--- src/hw/rtl/mipbt_pkg.sv ---
// shared types and constants for the mobile ip binding table
// no dependencies; every other file of the block imports this package
`default_nettype none

package mipbt_pkg;

    localparam int NUM_BINDINGS = 16;
    localparam int IDX_W        = (NUM_BINDINGS > 1) ? $clog2(NUM_BINDINGS) : 1;

    localparam int ADDR_W  = 32;
    localparam int LIFE_W  = 16;
    localparam int ID_W    = 16;
    localparam int FLAGS_W = 8;
    localparam int CODE_W  = 2;
    localparam int EVENT_W = 3;
    localparam int CFG_IDX_W  = 1;
    localparam int CFG_DATA_W = 32;

    localparam logic [ADDR_W-1:0]  HOME_NET_MASK      = 32'hFFFF_FF00;
    localparam logic [FLAGS_W-1:0] FLAG_RESERVED_MASK = 8'h03;
    localparam int                 FLAG_SIMUL_BIT     = 7;
    localparam logic [LIFE_W-1:0]  MAX_LIFETIME_RESET = 16'd1800;

    localparam logic OP_REQUEST = 1'b0;
    localparam logic OP_TICK    = 1'b1;

    localparam logic [CFG_IDX_W-1:0] CFG_AGENT_ADDRESS = 1'b0;
    localparam logic [CFG_IDX_W-1:0] CFG_MAX_LIFETIME  = 1'b1;

    typedef enum logic [CODE_W-1:0] {
        CODE_ACCEPT   = 2'd0,
        CODE_SIMUL    = 2'd1,
        CODE_RESERVED = 2'd2
    } reply_code_t;

    typedef enum logic [EVENT_W-1:0] {
        EV_NONE  = 3'd0,
        EV_NEW   = 3'd1,
        EV_REREG = 3'd2,
        EV_DEREG = 3'd3,
        EV_FULL  = 3'd4
    } binding_event_t;

    typedef enum logic [1:0] {
        ST_IDLE,
        ST_SCAN,
        ST_COMMIT,
        ST_TICK
    } state_t;

    // controller -> datapath
    typedef struct packed {
        logic start;      // input beat taken, capture fields and reset the walk
        logic scan_req;   // look at one table entry for a request
        logic scan_tick;  // count one table entry down
        logic commit;     // update the table and load the reply register
    } dp_cmd_t;

    // datapath -> controller
    typedef struct packed {
        logic last;       // walk index is on the final entry
        logic out_hold;   // reply register full and not taken this cycle
    } dp_status_t;

endpackage

`default_nettype wire

--- src/hw/rtl/mipbt_if.sv ---
// valid/ready channel interfaces for requests and replies
// depends on mipbt_pkg for field widths
`default_nettype none

interface mipbt_req_if;
    import mipbt_pkg::*;

    logic                valid;
    logic                ready;
    logic                op;
    logic                checksum_ok;
    logic [ADDR_W-1:0]   source_address;
    logic [FLAGS_W-1:0]  request_flags;
    logic [LIFE_W-1:0]   requested_lifetime;
    logic [ADDR_W-1:0]   home_address;
    logic [ADDR_W-1:0]   home_agent_address;
    logic [ADDR_W-1:0]   care_of_address;
    logic [ID_W-1:0]     request_id;

    modport source (
        output valid, op, checksum_ok, source_address, request_flags,
               requested_lifetime, home_address, home_agent_address,
               care_of_address, request_id,
        input  ready
    );

    modport sink (
        input  valid, op, checksum_ok, source_address, request_flags,
               requested_lifetime, home_address, home_agent_address,
               care_of_address, request_id,
        output ready
    );
endinterface

interface mipbt_rsp_if;
    import mipbt_pkg::*;

    logic                valid;
    logic                ready;
    logic [CODE_W-1:0]   reply_code;
    logic [LIFE_W-1:0]   granted_lifetime;
    logic [ADDR_W-1:0]   reply_home_address;
    logic [ADDR_W-1:0]   reply_home_agent;
    logic [ID_W-1:0]     reply_id;
    logic [EVENT_W-1:0]  binding_event;

    modport source (
        output valid, reply_code, granted_lifetime, reply_home_address,
               reply_home_agent, reply_id, binding_event,
        input  ready
    );

    modport sink (
        input  valid, reply_code, granted_lifetime, reply_home_address,
               reply_home_agent, reply_id, binding_event,
        output ready
    );
endinterface

`default_nettype wire

--- src/hw/rtl/mipbt_ctrl.sv ---
// controller state machine: sequences the table walk for requests and ticks
// depends on mipbt_pkg
`default_nettype none

module mipbt_ctrl (
    input  wire logic                   clk,
    input  wire logic                   rst_n,
    input  wire logic                   in_valid,
    input  wire logic                   in_op,
    input  wire logic                   in_checksum_ok,
    output logic                        in_ready,
    input  wire mipbt_pkg::dp_status_t  status,
    output mipbt_pkg::dp_cmd_t          cmd
);
    import mipbt_pkg::*;

    state_t state_reg;
    state_t state_next;

    always_ff @(posedge clk or negedge rst_n)
    begin
        if (!rst_n)
        begin
            state_reg <= ST_IDLE;
        end
        else
        begin
            state_reg <= state_next;
        end
    end

    always_comb
    begin
        state_next = state_reg;
        cmd        = '0;
        in_ready   = 1'b0;
        unique case (state_reg)
            ST_IDLE:
            begin
                in_ready = 1'b1;
                if (in_valid)
                begin
                    cmd.start = 1'b1;
                    if (in_op == OP_TICK)
                    begin
                        state_next = ST_TICK;
                    end
                    else if (in_checksum_ok)
                    begin
                        state_next = ST_SCAN;
                    end
                    // bad checksum: beat dropped, stay idle
                end
            end
            ST_SCAN:
            begin
                cmd.scan_req = 1'b1;
                if (status.last)
                begin
                    state_next = ST_COMMIT;
                end
            end
            ST_COMMIT:
            begin
                if (!status.out_hold)
                begin
                    cmd.commit = 1'b1;
                    state_next = ST_IDLE;
                end
            end
            ST_TICK:
            begin
                cmd.scan_tick = 1'b1;
                if (status.last)
                begin
                    state_next = ST_IDLE;
                end
            end
            default:
            begin
                state_next = ST_IDLE;
            end
        endcase
    end

endmodule

`default_nettype wire

--- src/hw/rtl/mipbt_dpath.sv ---
// datapath: config registers, binding table, walk index, reply register
// depends on mipbt_pkg; driven by mipbt_ctrl through dp_cmd_t
`default_nettype none

module mipbt_dpath (
    input  wire logic                              clk,
    input  wire logic                              rst_n,
    input  wire mipbt_pkg::dp_cmd_t                cmd,
    output mipbt_pkg::dp_status_t                  status,
    input  wire logic                              cfg_wr_en,
    input  wire logic [mipbt_pkg::CFG_IDX_W-1:0]   cfg_index,
    input  wire logic [mipbt_pkg::CFG_DATA_W-1:0]  cfg_data,
    input  wire logic [mipbt_pkg::ADDR_W-1:0]      source_address,
    input  wire logic [mipbt_pkg::FLAGS_W-1:0]     request_flags,
    input  wire logic [mipbt_pkg::LIFE_W-1:0]      requested_lifetime,
    input  wire logic [mipbt_pkg::ADDR_W-1:0]      home_address,
    input  wire logic [mipbt_pkg::ADDR_W-1:0]      home_agent_address,
    input  wire logic [mipbt_pkg::ADDR_W-1:0]      care_of_address,
    input  wire logic [mipbt_pkg::ID_W-1:0]        request_id,
    output logic                                   rsp_valid,
    input  wire logic                              rsp_ready,
    output logic [mipbt_pkg::CODE_W-1:0]           reply_code,
    output logic [mipbt_pkg::LIFE_W-1:0]           granted_lifetime,
    output logic [mipbt_pkg::ADDR_W-1:0]           reply_home_address,
    output logic [mipbt_pkg::ADDR_W-1:0]           reply_home_agent,
    output logic [mipbt_pkg::ID_W-1:0]             reply_id,
    output logic [mipbt_pkg::EVENT_W-1:0]          binding_event
);
    import mipbt_pkg::*;

    // configuration
    logic [ADDR_W-1:0] agent_address_reg;
    logic [LIFE_W-1:0] max_lifetime_reg;

    // captured request
    reply_code_t       code_reg;
    logic [LIFE_W-1:0] granted_reg;
    logic              at_home_reg;
    logic [ADDR_W-1:0] home_reg;
    logic [ADDR_W-1:0] agent_sel_reg;
    logic [ADDR_W-1:0] coa_reg;
    logic [ID_W-1:0]   id_reg;

    // walk state
    logic [IDX_W-1:0]  idx_reg;
    logic              match_found_reg;
    logic [IDX_W-1:0]  match_idx_reg;
    logic              free_found_reg;
    logic [IDX_W-1:0]  free_idx_reg;

    // binding table
    logic              valid_reg [NUM_BINDINGS];
    logic [ADDR_W-1:0] tab_home   [NUM_BINDINGS];
    logic [ADDR_W-1:0] tab_coa    [NUM_BINDINGS];
    logic [LIFE_W-1:0] tab_remain [NUM_BINDINGS];
    logic [ID_W-1:0]   tab_id     [NUM_BINDINGS];

    // reply register
    logic              rsp_valid_reg;
    reply_code_t       out_code_reg;
    logic [LIFE_W-1:0] out_granted_reg;
    logic [ADDR_W-1:0] out_home_reg;
    logic [ADDR_W-1:0] out_agent_reg;
    logic [ID_W-1:0]   out_id_reg;
    binding_event_t    out_event_reg;

    reply_code_t       code_next;
    logic [LIFE_W-1:0] granted_next;
    logic              at_home_next;
    logic              cur_valid;
    logic              hit;
    logic              cand;
    logic [LIFE_W-1:0] remain_dec;
    logic              store;
    binding_event_t    event_next;

    // request decode at capture
    always_comb
    begin
        if ((request_flags & FLAG_RESERVED_MASK) != '0)
        begin
            code_next = CODE_RESERVED;
        end
        else if (request_flags[FLAG_SIMUL_BIT])
        begin
            code_next = CODE_SIMUL;
        end
        else
        begin
            code_next = CODE_ACCEPT;
        end
        granted_next = (requested_lifetime > max_lifetime_reg) ? max_lifetime_reg
                                                               : requested_lifetime;
        at_home_next = ((source_address ^ agent_address_reg) & HOME_NET_MASK) == '0;
    end

    // per-entry walk logic
    always_comb
    begin
        cur_valid  = valid_reg[idx_reg];
        hit        = cur_valid && (tab_home[idx_reg] == home_reg) && !match_found_reg;
        // removed binding frees its slot for the store that follows
        cand       = !cur_valid || hit;
        remain_dec = tab_remain[idx_reg] - LIFE_W'(1);
    end

    // outcome of a request after the walk
    always_comb
    begin
        store      = 1'b0;
        event_next = EV_NONE;
        if (code_reg == CODE_ACCEPT)
        begin
            if (at_home_reg || (granted_reg == '0))
            begin
                event_next = EV_DEREG;
            end
            else if (!free_found_reg)
            begin
                event_next = EV_FULL;
            end
            else
            begin
                store      = 1'b1;
                event_next = match_found_reg ? EV_REREG : EV_NEW;
            end
        end
    end

    always_ff @(posedge clk or negedge rst_n)
    begin
        if (!rst_n)
        begin
            agent_address_reg <= '0;
            max_lifetime_reg  <= MAX_LIFETIME_RESET;
        end
        else if (cfg_wr_en)
        begin
            unique case (cfg_index)
                CFG_AGENT_ADDRESS: agent_address_reg <= cfg_data[ADDR_W-1:0];
                CFG_MAX_LIFETIME:  max_lifetime_reg  <= cfg_data[LIFE_W-1:0];
                default:           ;
            endcase
        end
    end

    always_ff @(posedge clk)
    begin
        if (cmd.start)
        begin
            code_reg      <= code_next;
            granted_reg   <= granted_next;
            at_home_reg   <= at_home_next;
            home_reg      <= home_address;
            agent_sel_reg <= at_home_next ? agent_address_reg : home_agent_address;
            coa_reg       <= care_of_address;
            id_reg        <= request_id;
        end
    end

    always_ff @(posedge clk or negedge rst_n)
    begin
        if (!rst_n)
        begin
            idx_reg         <= '0;
            match_found_reg <= 1'b0;
            match_idx_reg   <= '0;
            free_found_reg  <= 1'b0;
            free_idx_reg    <= '0;
        end
        else if (cmd.start)
        begin
            idx_reg         <= '0;
            match_found_reg <= 1'b0;
            free_found_reg  <= 1'b0;
        end
        else if (cmd.scan_req || cmd.scan_tick)
        begin
            idx_reg <= idx_reg + IDX_W'(1);
            if (cmd.scan_req)
            begin
                if (hit)
                begin
                    match_found_reg <= 1'b1;
                    match_idx_reg   <= idx_reg;
                end
                if (cand && !free_found_reg)
                begin
                    free_found_reg <= 1'b1;
                    free_idx_reg   <= idx_reg;
                end
            end
        end
    end

    always_ff @(posedge clk or negedge rst_n)
    begin
        if (!rst_n)
        begin
            for (int i = 0; i < NUM_BINDINGS; i++)
            begin
                valid_reg[i] <= 1'b0;
            end
        end
        else
        begin
            if (cmd.scan_tick && cur_valid && (remain_dec == '0))
            begin
                valid_reg[idx_reg] <= 1'b0;
            end
            if (cmd.commit)
            begin
                // a store into the removed slot keeps it valid
                if (match_found_reg && !(store && (match_idx_reg == free_idx_reg)))
                begin
                    valid_reg[match_idx_reg] <= 1'b0;
                end
                if (store)
                begin
                    valid_reg[free_idx_reg] <= 1'b1;
                end
            end
        end
    end

    always_ff @(posedge clk)
    begin
        if (cmd.scan_tick && cur_valid)
        begin
            tab_remain[idx_reg] <= remain_dec;
        end
        if (cmd.commit && store)
        begin
            tab_home[free_idx_reg]   <= home_reg;
            tab_coa[free_idx_reg]    <= coa_reg;
            tab_remain[free_idx_reg] <= granted_reg;
            tab_id[free_idx_reg]     <= id_reg;
        end
    end

    always_ff @(posedge clk or negedge rst_n)
    begin
        if (!rst_n)
        begin
            rsp_valid_reg <= 1'b0;
        end
        else if (cmd.commit)
        begin
            rsp_valid_reg <= 1'b1;
        end
        else if (rsp_ready)
        begin
            rsp_valid_reg <= 1'b0;
        end
    end

    always_ff @(posedge clk)
    begin
        if (cmd.commit)
        begin
            out_code_reg    <= code_reg;
            out_granted_reg <= granted_reg;
            out_home_reg    <= home_reg;
            out_agent_reg   <= agent_sel_reg;
            out_id_reg      <= id_reg;
            out_event_reg   <= event_next;
        end
    end

    assign status.last     = (idx_reg == IDX_W'(NUM_BINDINGS - 1));
    assign status.out_hold = rsp_valid_reg && !rsp_ready;

    assign rsp_valid          = rsp_valid_reg;
    assign reply_code         = out_code_reg;
    assign granted_lifetime   = out_granted_reg;
    assign reply_home_address = out_home_reg;
    assign reply_home_agent   = out_agent_reg;
    assign reply_id           = out_id_reg;
    assign binding_event      = out_event_reg;

endmodule

`default_nettype wire

--- src/hw/rtl/mobile_ip_binding_table.sv ---
// top level of the home-agent registration engine
// depends on mipbt_pkg, mipbt_req_if, mipbt_rsp_if, mipbt_ctrl, mipbt_dpath
`default_nettype none

// Home-agent registration engine with a NUM_BINDINGS-entry binding table.
// Each beat on req is a registration request or a one-second tick. A request
// walks the table one entry per clock to find an existing binding and the
// lowest free slot, then updates the table and loads the reply register in
// its commit step. A tick walks the table the same way, decrementing each
// binding and expiring it at zero, and gives no reply. A request with a failed
// checksum is dropped in its accept cycle. The reply register holds one
// finished reply, so the next beat is accepted while it waits on rsp; the
// commit step stalls only if a second reply is ready before the first is
// taken. Configuration writes through cfg_wr_en/cfg_index/cfg_data must be
// made while the block is idle. Reset clears all bindings; no clearing pass
// is needed.
module mobile_ip_binding_table (
    input  wire logic                              clk,
    input  wire logic                              rst_n,
    mipbt_req_if.sink                              req,
    mipbt_rsp_if.source                            rsp,
    input  wire logic                              cfg_wr_en,
    input  wire logic [mipbt_pkg::CFG_IDX_W-1:0]   cfg_index,
    input  wire logic [mipbt_pkg::CFG_DATA_W-1:0]  cfg_data
);
    import mipbt_pkg::*;

    dp_cmd_t    cmd;
    dp_status_t status;
    logic       in_ready;

    assign req.ready = in_ready;

    mipbt_ctrl u_ctrl (
        .clk            (clk),
        .rst_n          (rst_n),
        .in_valid       (req.valid),
        .in_op          (req.op),
        .in_checksum_ok (req.checksum_ok),
        .in_ready       (in_ready),
        .status         (status),
        .cmd            (cmd)
    );

    mipbt_dpath u_dpath (
        .clk                (clk),
        .rst_n              (rst_n),
        .cmd                (cmd),
        .status             (status),
        .cfg_wr_en          (cfg_wr_en),
        .cfg_index          (cfg_index),
        .cfg_data           (cfg_data),
        .source_address     (req.source_address),
        .request_flags      (req.request_flags),
        .requested_lifetime (req.requested_lifetime),
        .home_address       (req.home_address),
        .home_agent_address (req.home_agent_address),
        .care_of_address    (req.care_of_address),
        .request_id         (req.request_id),
        .rsp_valid          (rsp.valid),
        .rsp_ready          (rsp.ready),
        .reply_code         (rsp.reply_code),
        .granted_lifetime   (rsp.granted_lifetime),
        .reply_home_address (rsp.reply_home_address),
        .reply_home_agent   (rsp.reply_home_agent),
        .reply_id           (rsp.reply_id),
        .binding_event      (rsp.binding_event)
    );

endmodule

`default_nettype wire

--- src/flat_wrapper.sv ---
// flat-port wrapper written by rule: the top's interface ports become plain ports
module mobile_ip_binding_table_flat import mipbt_pkg::*;
  (clk, rst_n, cfg_wr_en, cfg_index, cfg_data, req_valid, req_op, req_checksum_ok, req_source_address, req_request_flags, req_requested_lifetime, req_home_address, req_home_agent_address, req_care_of_address, req_request_id, req_ready, rsp_valid, rsp_reply_code, rsp_granted_lifetime, rsp_reply_home_address, rsp_reply_home_agent, rsp_reply_id, rsp_binding_event, rsp_ready);
  mipbt_req_if req_i ();
  mipbt_rsp_if rsp_i ();
  input  wire logic clk;
  input  wire logic rst_n;
  input  wire logic cfg_wr_en;
  input  wire logic [mipbt_pkg::CFG_IDX_W-1:0] cfg_index;
  input  wire logic [mipbt_pkg::CFG_DATA_W-1:0] cfg_data;
  input wire logic [$bits(req_i.valid)-1:0] req_valid;
  input wire logic [$bits(req_i.op)-1:0] req_op;
  input wire logic [$bits(req_i.checksum_ok)-1:0] req_checksum_ok;
  input wire logic [$bits(req_i.source_address)-1:0] req_source_address;
  input wire logic [$bits(req_i.request_flags)-1:0] req_request_flags;
  input wire logic [$bits(req_i.requested_lifetime)-1:0] req_requested_lifetime;
  input wire logic [$bits(req_i.home_address)-1:0] req_home_address;
  input wire logic [$bits(req_i.home_agent_address)-1:0] req_home_agent_address;
  input wire logic [$bits(req_i.care_of_address)-1:0] req_care_of_address;
  input wire logic [$bits(req_i.request_id)-1:0] req_request_id;
  output wire logic [$bits(req_i.ready)-1:0] req_ready;
  output wire logic [$bits(rsp_i.valid)-1:0] rsp_valid;
  output wire logic [$bits(rsp_i.reply_code)-1:0] rsp_reply_code;
  output wire logic [$bits(rsp_i.granted_lifetime)-1:0] rsp_granted_lifetime;
  output wire logic [$bits(rsp_i.reply_home_address)-1:0] rsp_reply_home_address;
  output wire logic [$bits(rsp_i.reply_home_agent)-1:0] rsp_reply_home_agent;
  output wire logic [$bits(rsp_i.reply_id)-1:0] rsp_reply_id;
  output wire logic [$bits(rsp_i.binding_event)-1:0] rsp_binding_event;
  input wire logic [$bits(rsp_i.ready)-1:0] rsp_ready;
  assign req_i.valid = req_valid;
  assign req_i.op = req_op;
  assign req_i.checksum_ok = req_checksum_ok;
  assign req_i.source_address = req_source_address;
  assign req_i.request_flags = req_request_flags;
  assign req_i.requested_lifetime = req_requested_lifetime;
  assign req_i.home_address = req_home_address;
  assign req_i.home_agent_address = req_home_agent_address;
  assign req_i.care_of_address = req_care_of_address;
  assign req_i.request_id = req_request_id;
  assign req_ready = req_i.ready;
  assign rsp_valid = rsp_i.valid;
  assign rsp_reply_code = rsp_i.reply_code;
  assign rsp_granted_lifetime = rsp_i.granted_lifetime;
  assign rsp_reply_home_address = rsp_i.reply_home_address;
  assign rsp_reply_home_agent = rsp_i.reply_home_agent;
  assign rsp_reply_id = rsp_i.reply_id;
  assign rsp_binding_event = rsp_i.binding_event;
  assign rsp_i.ready = rsp_ready;
  mobile_ip_binding_table u_core (.clk(clk), .rst_n(rst_n), .req(req_i), .rsp(rsp_i), .cfg_wr_en(cfg_wr_en), .cfg_index(cfg_index), .cfg_data(cfg_data));
endmodule
--- config.mk ---
export PLATFORM = sky130hd
export DESIGN_NAME = mobile_ip_binding_table_flat
export DESIGN_NICKNAME = d
export VERILOG_FILES = /design/src/hw/rtl/mipbt_pkg.sv /design/src/hw/rtl/mipbt_if.sv /design/src/hw/rtl/mipbt_ctrl.sv /design/src/hw/rtl/mipbt_dpath.sv /design/src/hw/rtl/mobile_ip_binding_table.sv /design/src/flat_wrapper.sv
export SDC_FILE = /design/constraint.sdc
export NUM_CORES = 1
export LEC_CHECK = 0
export ABC_AREA = 1
export BUFFER_PORTS_ARGS = -buffer_cell sky130_fd_sc_hd__buf_4
export CAP_MARGIN = 20
export CORE_MARGIN = 2
export CORE_UTILIZATION = 54
export CTS_CLUSTER_DIAMETER = 30
export CTS_CLUSTER_SIZE = 16
export DETAILED_ROUTE_END_ITERATION = 8
export PLACE_DENSITY_LB_ADDON = 0.15
export RECOVER_POWER = 50
export SYNTH_ARGS = -nofsm -noshare
export SYNTH_HDL_FRONTEND = slang
export SYNTH_SLANG_ARGS = --single-unit
--- constraint.sdc ---
create_clock -name clk -period 5.02 [get_ports clk]
set_input_delay 0.251 -clock clk [delete_from_list [all_inputs] [get_ports clk]]
set_output_delay 0.251 -clock clk [all_outputs]
set_load 0.1 [all_outputs]
==> summary.txt <==
Synth
  • Syn avg cell area: 11.14 um2
  • Ys Warns: 0
  • Most used DFF post-synth: edfxtp_1
  • Sequential area share after synthesis: 0.7106
  • Number of flops mapped to enable cells by yosys: 968
  • Post-Syn Instances: 3,929
  • Post-Syn Area: 0.04377 mm2
  • Post-synth ARST share: 0.07722
  • Distinct cells, synth: 42
  • Yosys reg bits: 1,049
  • Syn nets: 4,159

Worst setup path
  • Crit path max-delay family: buffers and inverters
  • Cell Chain, Critical Path: nor2_1 -> nand2_1 -> clkinvlp_2 -> clkbuf_2
  • Setup CP Type: reg -> reg
  • Critical path arrival: 4.56 ns
  • Crit path buffers/inverters: 2
  • Worst path max stage delay: 1.87 ns
  • CP endpoint kind: flip-flop
  • Req. time, crit path: 5.34 ns
  • Setup crit start kind: flip-flop
  • CP max-delay cell: clkinvlp_2
  • CP Max Fanout: 52

Clock tree
  • Num CTS Buffers: 194
  • CTS tree: yes
  • Clock-pin slew on the worst setup and hold paths: 0.05 ns
  • CTS Sinks: 1,049
  • Root buffer cell: clkbuf_16
  • Post-CTS Resized: 0
  • H-tree level count: 4
  • Max Root-Sink Buffers: 3
  • Clk Latency, worst-skew pair: 0.77 ns

Pwr
  • IR drop worst, VDD: 0.4152 mV
  • Sequential share of power: 0.327
  • Combinational share of power: 0.295
  • Switch share: 0.3545
  • Power Density: 641.8 mW/mm2
  • Leak: 21.42 nW
  • Cell Int Power: 22.74 mW
  • Clk network pwr share: 0.378
  • Switch Pwr: 12.49 mW

Timing
  • Final hold vios: 0
  • Period utilization: 0.8445
  • WHS: 0.06296 ns
  • Fin. max-slew vios: 185
  • Headroom to the max-slew limit: -0.8264
  • Tightest Pin Transition: 2.740 ns
  • RSZ-0062 raised after global routing: false
  • Setup TNS: 0 ns
  • F_max: 235.9 MHz
  • Final setup viols: 0
  • Period minus WS final: 4.239 ns
  • Clock Skew: 0.03225 ns

Floorplan
  • Die ar.: 0.08334 mm2
  • Ports: 311
  • Core area: 0.08042 mm2
  • Initial Utilization: 0.5443
  • Die height: 288.7 um
  • Die width: 288.7 um
  • Row count: 104

Finish
  • Layout cells sized above 1: 0.1386
  • Largest register FFs: 512
  • Synth-to-Final Area Change: 25.45%
  • Most flops, register: u_core.u_dpath.tab_home
  • Largest regs: u_core.u_dpath.tab_home x512, u_core.u_dpath.tab_remain x256
  • Fin nets: 4,678
  • Fillers: 5,821

Status
  • Failing checks: max-capacitance violations, max-slew violations
  • Status: finished with violations

GRT
  • First-pass GRT wire length: 169,800 um
  • Gr usage total: 0.2705
  • Most used routing layer: met2
  • Largest net degree at the start of global routing: 153
  • Met3 usage: 0.06343
  • Vias in the first global route: 29,675
  • M2 GR Usage: 0.4229
  • GR Util met1: 0.3731
  • Initial antenna violation count: 2
  • GRT Residual Overflow: 0

Detailed routing
  • Drt pass-1 iters: 6
  • Routed WL per cell: 19.72 um
  • Vias: 30,370
  • DR vias/cell: 5.348
  • Final Routed Wirelength: 112,000 um
  • Initial DRC count: 2,722
  • Number of nets with antenna violations after routing: 0
  • DRC: 0

Placed design
  • Hpwl dp: 61,910 um
  • Number of port buffers: 265
  • GP Congestion: 0.8767

Run
  • Max cap viols: 5

Min path
  • Worst hold path class: in -> reg
-- final timing paths --
check / start / endpoint / slack [ns] / cells past startpoint
min in group asynchronous: rst_n / u_core.u_dpath.max_lifetime_reg[3]$_DFFE_PN1P_ / 0.74 / 3
setup / recovery: u_core.u_ctrl.state_reg[0]$_DFFE_PN0P_ / u_core.u_dpath.home_reg[2]$_DFFE_PP_ / 0.78 / 4
hold reg to reg: u_core.u_dpath.agent_sel_reg[26]$_DFFE_PP_ / u_core.u_dpath.reply_home_agent[26]$_DFFE_PP_ / 0.41 / 0
setup reg to reg: u_core.u_ctrl.state_reg[0]$_DFFE_PN0P_ / u_core.u_dpath.home_reg[2]$_DFFE_PP_ / 0.78 / 4
max in group asynchronous: rst_n / u_core.u_dpath.idx_reg[0]$_DFFE_PN0P_ / 1.27 / 4
hold / removal: req_checksum_ok / u_core.u_ctrl.state_reg[1]$_DFFE_PN0P_ / 0.06 / 6
-- what timing repair did --
item                      in CTS  in global routing
hold buffers                 138                  0
buffers inserted               0                  0
hold endpoints to repair     181                  0
-- worst reg2reg max path, stage by stage, from the launching register on --
cell,delay (ns)
dfrtp_1,0.53
nor2_1,0.18
nand2_1,0.11
clkinvlp_2,1.87
clkbuf_2,1.08
-- cells in the mapped netlist, types with 10 or more instances --
master    instances  area share
buf_6            11      0.0028
clkbuf_1         53      0.0045
edfxtp_1        968        0.66
nand2_1        1008       0.086
nand3_1          96       0.011
nor3_1           20      0.0023
xor2_1           27      0.0054
nor2_1          672       0.058
o21ai_1          58      0.0066
o21ai_0         376       0.043
ha_1             22      0.0063
buf_2            82      0.0094
nor4_1           10      0.0014
o22ai_1          41      0.0059
nor2_2           16      0.0023
inv_1           249       0.021
mux2_2           14      0.0036
a21oi_1          18      0.0021
buf_4            27      0.0046
dfrtp_1          77       0.044
nand4_1          21      0.0030
-- layer usage --
layer | share of wire | vias up | wire (um)
li1 | - | 14421 | -
met1 | 0.42 | 14512 | 47230
met2 | 0.47 | 1237 | 52550
met3 | 0.084 | 200 | 9382
met4 | 0.025 | 0 | 2833
met5 | 0 | - | 0
-- final cells by class --
type,count,area [um2],area share
antenna,2,5.005,0.00009115
sequential,1049,31100,0.5665
inverter,255,977.2,0.01780
clock buffer,230,5170,0.09416
timing repair buffer,500,3750,0.06830
multi-input combinational,2448,10940,0.1992
tap,1060,1326,0.02416
clock inverter,135,1639,0.02985
-- power by group through the flow --
stage / Combinational, mW / Clock, mW / Sequential [mW]
finish: 10.4 / 13.3 / 11.5
global route: 11.5 / 13.9 / 11.6
CTS: 10.5 / 13.5 / 11.5
detailed placement: 10.3 / 0 / 11.6
global placement: 10.2 / 0 / 11.6
floorplan: 6.35 / 0 / 12.5
-- cell usage in the layout, fill, tap and decap left out, types with 8 or more instances in the layout --
master,Yosys,routed
nor2_1,672,638
a21oi_1,18,18
clkinv_4,0,14
inv_1,249,248
nand4_1,21,21
bufinv_16,0,31
o22ai_1,41,41
nor2_4,3,22
buf_4,27,183
clkinvlp_4,0,21
nor4_1,10,10
edfxtp_1,968,968
xor2_1,27,27
inv_6,1,12
nand2_1,1008,1008
ha_1,22,22
dlygate4sd3_1,0,137
nand3_1,96,96
xnor2_1,9,9
o21ai_1,58,58
nor2_2,16,31
a31oi_1,8,8
buf_12,0,9
nor3_1,20,20
clkinv_1,0,26
clkbuf_4,0,48
clkbuf_1,53,148
o21ai_0,376,376
mux2_2,14,14
clkinv_2,0,27
clkbuf_16,0,202
dfrtp_1,77,76
-- through the flow --
| stage | setup WS [ns] | power [mW] | util | instance area (um2) | cells |
|---|---|---|---|---|---|
| 2_1_floorplan | 0.1670 | 18.83 | - | 43770 | 3929 |
| 3_3_place_gp | 1.292 | 21.80 | 0.5866 | 47180 | 5173 |
| 3_5_place_dp | 1.249 | 21.96 | 0.5866 | 47180 | 5173 |
| 4_1_cts | 1.219 | 35.45 | 0.6886 | 55380 | 5676 |
| 5_1_grt | 0.4028 | 36.91 | 0.6828 | 54910 | 5679 |
| 6_report | 0.7808 | 35.24 | 0.6828 | 54910 | 5679 |
-- cell families after synthesis --
family	share of synthesized area
simple gates	0.1671
flops	0.7106
compound gates	0.06155
buf+inv	0.04371
xor+xnor	0.007204
fa+ha+maj	0.006289
mux	0.003602
Power figures use the tool's default switching activity.
